==> config.mk <==
export PLATFORM = sky130hd
export DESIGN_NAME = mkd_key_cell
export DESIGN_NICKNAME = d
export VERILOG_FILES = /design/src/rtl/mkd_pkg.sv /design/src/rtl/mkd_key_cell.sv
export VERILOG_INCLUDE_DIRS = /design/src /design/src/rtl
export SDC_FILE = /design/constraint.sdc
export NUM_CORES = 1
export LEC_CHECK = 0
export ABC_AREA = 0
export BUFFER_PORTS_ARGS = -buffer_cell sky130_fd_sc_hd__buf_4
export CORE_UTILIZATION = 32
export CTS_BUF_LIST = sky130_fd_sc_hd__clkbuf_4 sky130_fd_sc_hd__clkbuf_8
export CTS_CLUSTER_SIZE = 12
export DETAILED_ROUTE_END_ITERATION = 10
export GPL_TIMING_DRIVEN = 0
export HOLD_SLACK_MARGIN = 0.02
export SYNTH_ARGS = -nofsm -noshare
export SYNTH_HDL_FRONTEND = slang
export SYNTH_SLANG_ARGS = --single-unit
export TNS_END_PERCENT = 5
==> constraint.sdc <==
create_clock -name clk -period 5.85 [get_ports clk]
set_input_delay 1.4625 -clock clk [delete_from_list [all_inputs] [get_ports clk]]
set_output_delay 1.4625 -clock clk [all_outputs]
set_load 0.02 [all_outputs]
==> src/rtl/multi_key_debounce_edge_latch_macros.svh <==
// Assertion macros shared by the key debouncer RTL.
`ifndef MULTI_KEY_DEBOUNCE_EDGE_LATCH_MACROS_SVH
`define MULTI_KEY_DEBOUNCE_EDGE_LATCH_MACROS_SVH

// Same-cycle implication, checked out of reset.
`define MKD_ASSERT_NOW(label, clk, rst_n, ante, cons, msg) \
  label: assert property (@(posedge clk) disable iff (!rst_n) (ante) |-> (cons)) \
    else $error(msg);

// Next-cycle implication, checked out of reset.
`define MKD_ASSERT_NEXT(label, clk, rst_n, ante, cons, msg) \
  label: assert property (@(posedge clk) disable iff (!rst_n) (ante) |=> (cons)) \
    else $error(msg);

`endif

==> src/rtl/mkd_pkg.sv <==
// Package: constants, word types and control structs of the key debouncer.
`timescale 1ns / 1ps
`default_nettype none
package mkd_pkg;

  localparam int NUM_KEYS      = 5;
  localparam int ADC_BITS      = 12;
  localparam int GPIO_BITS     = 4;
  localparam int CNT_BITS      = 5;
  localparam int CONF_BITS     = 4;
  localparam int IDX_BITS      = 3;
  localparam int CMD_BITS      = 2;
  localparam int CFG_IDX_BITS  = 2;
  localparam int CFG_DATA_BITS = 12;

  // Command codes
  localparam logic [CMD_BITS-1:0] CMD_TICK       = 2'd0;
  localparam logic [CMD_BITS-1:0] CMD_RD_PRESS   = 2'd1;
  localparam logic [CMD_BITS-1:0] CMD_RD_RELEASE = 2'd2;

  // Register indexes
  localparam logic [CFG_IDX_BITS-1:0] REG_LOW_THRESH  = 2'd0;
  localparam logic [CFG_IDX_BITS-1:0] REG_HIGH_THRESH = 2'd1;
  localparam logic [CFG_IDX_BITS-1:0] REG_CONFIRM     = 2'd2;

  // Register reset values
  localparam logic [ADC_BITS-1:0]  LOW_THRESH_RST  = 12'h300;
  localparam logic [ADC_BITS-1:0]  HIGH_THRESH_RST = 12'hF00;
  localparam logic [CONF_BITS-1:0] CONFIRM_RST     = 4'd2;

  typedef struct packed {
    logic [CMD_BITS-1:0]  command;
    logic [IDX_BITS-1:0]  key_index;
    logic [ADC_BITS-1:0]  adc_sample;
    logic [GPIO_BITS-1:0] gpio_levels;
  } in_word_t;

  typedef struct packed {
    logic [NUM_KEYS-1:0] stable_levels;
    logic                edge_seen;
    logic                key_level;
  } out_word_t;

  typedef struct packed {
    logic [CFG_IDX_BITS-1:0]  index;
    logic [CFG_DATA_BITS-1:0] wdata;
  } cfg_word_t;

  // Current register values
  typedef struct packed {
    logic [ADC_BITS-1:0]  low_thresh;
    logic [ADC_BITS-1:0]  high_thresh;
    logic [CONF_BITS-1:0] confirm;
  } cfg_regs_t;

  // Per-key control, already qualified by the pipeline advance
  typedef struct packed {
    logic tick;
    logic raw_pressed;
    logic clr_press;
    logic clr_release;
  } key_ctrl_t;

  // Per-key status
  typedef struct packed {
    logic press_flag;
    logic release_flag;
    logic level_nxt;
  } key_stat_t;

endpackage
`default_nettype wire

==> src/rtl/mkd_key_cell.sv <==
// One key: press/release counters, confirmed shadow, reported level, edge flags.
`timescale 1ns / 1ps
`default_nettype none
`include "multi_key_debounce_edge_latch_macros.svh"
module mkd_key_cell (
  input  wire logic                          clk,
  input  wire logic                          rst_n,
  input  wire logic [mkd_pkg::CONF_BITS-1:0] confirm,
  input  wire mkd_pkg::key_ctrl_t            ctrl,
  output mkd_pkg::key_stat_t                 stat
);

  logic [mkd_pkg::CNT_BITS-1:0] press_cnt_r, press_cnt_nxt;
  logic [mkd_pkg::CNT_BITS-1:0] release_cnt_r, release_cnt_nxt;
  logic                         shadow_r, shadow_nxt;
  logic                         reported_r, reported_nxt;
  logic                         press_flag_r, press_flag_nxt;
  logic                         release_flag_r, release_flag_nxt;
  logic [mkd_pkg::CNT_BITS-1:0] cnt_inc;
  logic                         confirmed;

  // Count the steady level; the other counter restarts
  assign cnt_inc   = ctrl.raw_pressed ? press_cnt_r + 1'b1 : release_cnt_r + 1'b1;
  assign confirmed = cnt_inc > {1'b0, confirm};

  always_comb begin
    press_cnt_nxt    = press_cnt_r;
    release_cnt_nxt  = release_cnt_r;
    shadow_nxt       = shadow_r;
    reported_nxt     = reported_r;
    press_flag_nxt   = press_flag_r;
    release_flag_nxt = release_flag_r;
    if (ctrl.tick) begin
      if (ctrl.raw_pressed) begin
        press_cnt_nxt   = confirmed ? '0 : cnt_inc;
        release_cnt_nxt = '0;
      end else begin
        release_cnt_nxt = confirmed ? '0 : cnt_inc;
        press_cnt_nxt   = '0;
      end
      // New level: update shadow and latch edge; repeat: report it
      if (confirmed) begin
        if (shadow_r != ctrl.raw_pressed) begin
          shadow_nxt = ctrl.raw_pressed;
          if (ctrl.raw_pressed) begin
            press_flag_nxt = 1'b1;
          end else begin
            release_flag_nxt = 1'b1;
          end
        end else begin
          reported_nxt = shadow_r;
        end
      end
    end
    if (ctrl.clr_press) begin
      press_flag_nxt = 1'b0;
    end
    if (ctrl.clr_release) begin
      release_flag_nxt = 1'b0;
    end
  end

  always_ff @(posedge clk) begin
    if (!rst_n) begin
      press_cnt_r    <= '0;
      release_cnt_r  <= '0;
      shadow_r       <= 1'b0;
      reported_r     <= 1'b0;
      press_flag_r   <= 1'b0;
      release_flag_r <= 1'b0;
    end else begin
      press_cnt_r    <= press_cnt_nxt;
      release_cnt_r  <= release_cnt_nxt;
      shadow_r       <= shadow_nxt;
      reported_r     <= reported_nxt;
      press_flag_r   <= press_flag_nxt;
      release_flag_r <= release_flag_nxt;
    end
  end

  assign stat.press_flag   = press_flag_r;
  assign stat.release_flag = release_flag_r;
  assign stat.level_nxt    = reported_nxt;

  // Only one counter can be running at a time
  `MKD_ASSERT_NOW(a_one_counter, clk, rst_n, 1'b1, (press_cnt_r == '0) || (release_cnt_r == '0), "both key counters running")
  // Reported level moves only on a tick
  `MKD_ASSERT_NEXT(a_level_on_tick, clk, rst_n, !ctrl.tick, $stable(reported_r), "reported level changed without tick")
  // Shadow moves only on a tick
  `MKD_ASSERT_NEXT(a_shadow_on_tick, clk, rst_n, !ctrl.tick, $stable(shadow_r), "shadow changed without tick")

endmodule
`default_nettype wire

== After elaboration in Yosys (flattened, before gate mapping) ==
Index checks and enable logic that the tools add are counted.

* Register bits after elaboration: 14
* Bits of input ports: 10
* Latch bits: 0
* Logic and storage cells: 24
* Memories: 0
* Bits in read-only memories: 0
* Output and inout bits: 3
* Bits in writable memories: 0

* Multiply operators: 0
* Order comparisons: 1
* Muxes and demuxes: 7
* Shift-type cells: 0
* Divide/modulo/power cells: 0
* Bitwise gates (word level): 2
* $add $sub $neg: 2
* Reductions and logical operators: 5
* Equal/unequal tests: 1

{| class="wikitable"
|+ Operators with widths
! cell !! count
|-
| 5-bit two-way mux || 4
|-
| 5-bit by 1-bit adder with 5-bit output, second input constant || 2
|-
| 4-bit AND reduction || 2
|-
| 5-bit by 4-bit > comparator with 1-bit output || 1
|-
| 2-bit OR reduction || 2
|-
| 1-bit two-way mux || 3
|-
| 3-bit AND reduction || 1
|-
| 1-bit inverter || 2
|-
| 1-bit != test || 1
|}

== Depth between registers and ports, before layout ==
* Depth in word-level cells: 5
* Depth in mapped cells: 12
* Depth with buffers taken out: 10

== Worst setup path after synthesis ==
Ideal clock, no wire load.

* Path kind: input to output
* Start point: input port ctrl[2] in the netlist's numbering
* End point: output port stat[0] in the netlist's numbering
* Stages: 11
* Data required time: 4388 ps
* Buffers on the path: 2
* Path slack: 382 ps
* Arrival: 4005 ps
* Path through: buf_2 mux2_2 ha_1 xnor2_1 ha_1 and3b_1 a2111oi_2 nor2_2 a2111o_1 nand2_1 buf_4

* Word-level cells in the longest chain between the ends: 4
* Elaborated cells on any way between the ends: 6
* Classes of those cells: order compare (1); eq/ne (1); mux (4)

{| class="wikitable"
|+ RTL lines
! element !! RTL line !! source
|-
| start, declared || mkd_key_cell.sv:9 || <nowiki>input wire mkd_pkg::key_ctrl_t ctrl,</nowiki>
|-
| 5-bit two-way mux / 1-bit != test (equally long branches) || mkd_key_cell.sv:23, mkd_key_cell.sv:43 ||
|-
| 5-bit by 4-bit > comparator with 1-bit output / 1-bit two-way mux (equally long branches) || mkd_key_cell.sv:24, mkd_key_cell.sv:43 ||
|-
| 1-bit two-way mux * || mkd_key_cell.sv:42 || <nowiki>if (confirmed) begin</nowiki>
|-
| 1-bit two-way mux * || mkd_key_cell.sv:33 || <nowiki>if (ctrl.tick) begin</nowiki>
|-
| end, declared || mkd_key_cell.sv:10 || <nowiki>output mkd_pkg::key_stat_t stat</nowiki>
|}

Mark *: on every way between the ends. The rest lies on a longest branch, timed or not.

== Final worst setup path ==
Ends and elaborated chain as after synthesis.

==> metrics.cfg <==
[final_layout]
area_growth_pct = 20.48
final_cells = 137
final_nets = 123
diodes = 0
drive_above_1_share = 0.2150
finish.utilization = 0.4071

[worst_setup_path]
r2r-end = release_cnt_r[0]
start_kind = primary input
worstPathArrival_ns = 4.23
slowest_stage = a2111o_1
slowest_delay_ns = 0.40
cp_common_cell = buf_4
rr_worst_depth = 9
r2r_slack_ns = 3.03
crit_fanout = 15
path_cells = buf_4 > mux2_2 > ha_1 > xnor2_2 > ha_1 > and3b_1 > a2111oi_4 > nor2_2 > a2111o_1 > nand2_1 > buf_4 > buf_4
r2r-start = press_cnt_r[0]
worstPathRequired_ns = 4.39
cp-end-kind = primary output
cp-endpoint = stat[0]
crit_path_start = ctrl[2]
crit_type = in -> out

[placed_design]
place_inst = 134
io_buffers = 11
hpwl_um = 1269
dp_slack_ns = -0.09996
place_congestion = 0.8929

[global_routing]
antenna_found_initial = 0
grt_pass1_vias = 652
grt.total_usage = 0.1369
grt_overflow = 0
grt_pass1_wl_um = 2746
grt_max_degree = 16

[drt]
wl_per_cell_um = 12.04
vias = 702
vias_per_cell = 5.124
antenna_left = 0
remaining_drc_errors = 0
firstDrtPassIters = 4
routed_wl_um = 1650
drt_first_iter_violations = 15

[min_path]
hold_path_class = reg -> reg

[clocking]
h-tree-depth = 1
cts_root_buf = clkbuf_4
numCtsBuffers = 3
cts.clk_slew.worst_paths_ns = 0.09
cts_tree = built
cts_sinks = 14
insertion_delay_ns = 0.29
post_cts_buffers = 0
clockBufferDepth = 2

[die]
dieArea_um2 = 2824
core_um2 = 2477
die_y_um = 53.15
die_w_um = 53.15
placementRows = 18
io_pins = 13
start_util = 0.3379

[yosys]
synthSimpleGateAreaFrac = 0.1973
synthMuxAreaShare = 0.06278
synth_compound_area_frac = 0.2003
synth_edf_count = 0
yosys_warnings = 0
synth_fa_ha_area_frac = 0.07474
synth_area_per_cell_um2 = 9.001
synth_top_family_by_area = compound AO/OA/AOI/OAI gates
yosys_most_used_dff = dfxtp_1
synth_nets = 108
syn_area_um2 = 837.1
ys_seq_area_frac = 0.3348
synth_seq_cells = 14
synthCells = 93
synth_xor_area_frac = 0.05232
async_flop_share = 0
synth_cell_type_count = 36

[sta]
final-hold-violation-count = 0
worst_pin_slew_ns = 0.3912
post-route-min-period_ns = 5.690
slew_headroom = 0.7372
rsz0062_at_grt = false
fmax_mhz = 175.7
setup_violations = 0
fin_skew_ns = 0.009232
period_share = 0.9727
slew_violations = 0
setup_ws_ns = 0.1599

[flow_run]
cap_violations = 0

[power_and_ir_drop]
finalPower_uw = 197.5
ir_drop_v = 0.0001056
p_leak_nw = 0.4379
pwr_density_cell_nw_per_um2 = 195.9

[run_status]
status = complete, no violations

-- worst min-delay path by stage --
stage	endpoint	cells past startpoint	slack, ns	startpoint
finish	release_flag_r	2	0.45	release_flag_r
CTS	release_flag_r	2	0.45	release_flag_r
global route	press_flag_r	2	0.47	press_flag_r
detailed placement	release_flag_r	2	0.44	release_flag_r
global placement	release_flag_r	2	0.43	release_flag_r
floorplan	press_flag_r	2	0.42	press_flag_r
-- report_power, final --
part	total [mW]	switching [mW]	internal, mW
registers	0.0982	0.00132	0.0969
logic	0.0279	0.0142	0.0137
clock network	0.0714	0.0335	0.0379
total	0.198	0.0490	0.149
-- per-stage QoR --
| stage | hold slack (ns) | TNS [ns] | instance area [um^2] |
|---|---|---|---|
| 4_1_cts | 0.4541 | 0 | 1008 |
| 5_1_grt | 0.4744 | 0 | 1008 |
| 3_5_place_dp | 0.4399 | -0.09996 | 957.2 |
| 3_3_place_gp | 0.4294 | -0.1180 | 957.2 |
| 6_report | 0.4484 | 0 | 1008 |
| 2_1_floorplan | 0.4217 | 0 | 837.1 |
-- layer usage --
metal / track usage / share of wire / vias to the layer above
met5: 0 / 0 / -
met4: 0.03947 / 0.012 / 0
li1: - / - / 358
met2: 0.2300 / 0.45 / 17
met3: 0.05172 / 0.050 / 4
met1: 0.1601 / 0.49 / 323
-- cell usage in the layout, fill, tap and decap left out, drive strengths merged, types with 3 or more instances in the layout --
cell type   n
dfxtp      14
nor2b       3
buf        14
o21ai       4
a32o        4
nand2       9
inv         8
and2        4
xor2        3
ha          5
mux2i       3
clkbuf      6
-- kinds of logic after synthesis --
kind of cell	count (synthesis)
xor+xnor	5
buf+inv	14
simple gates	29
flops	14
compound gates	21
fa+ha+maj	5
mux	5
-- cells in the mapped netlist, types with 3 or more instances --
cell	number	area (um^2)
mux2i_1	3	30.03
xor2_1	3	26.28
nand2_1	9	33.78
and2_1	4	25.02
nor2b_1	3	18.77
inv_1	8	30.03
dfxtp_1	14	280.3
o21ai_0	4	20.02
ha_1	5	62.56
a32o_1	4	40.04
buf_4	3	22.52
-- critical path, delay by kind of cell --
kind / cells / cell delay, ns
buffers and inverters: 3 / 0.40
and+or+nand+nor: 3 / 0.44
adders and majority gates: 2 / 0.56
AOI/OAI and AO/OA: 2 / 0.76
xor gates and xnor gates: 1 / 0.23
muxes: 1 / 0.38
-- layout make-up --
cell class	instances	area [um^2]
clock buffers	4	36.28
plain buffers	5	30.03
flip-flops and latches	14	280.3
inverters	8	30.03
repair buffers	11	82.58
multi-input cells	65	511.7
fillers	271	1469
well taps	30	37.54
-- timing repair --
action                                  in CTS  in global routing
hold endpoints to repair                     0                  0
hold buffers                                 0                  0
endpoints found under the setup margin       1                  0
gates resized for setup                      2                  0
-- sequential cells by signal, summed over array words and instances, names as in the netlist --
signal and cells:
press_flag_r 1, shadow_r 1, release_flag_r 1, press_cnt_r 5, reported_r 1, release_cnt_r 5
(Power assumes the default switching activity.)
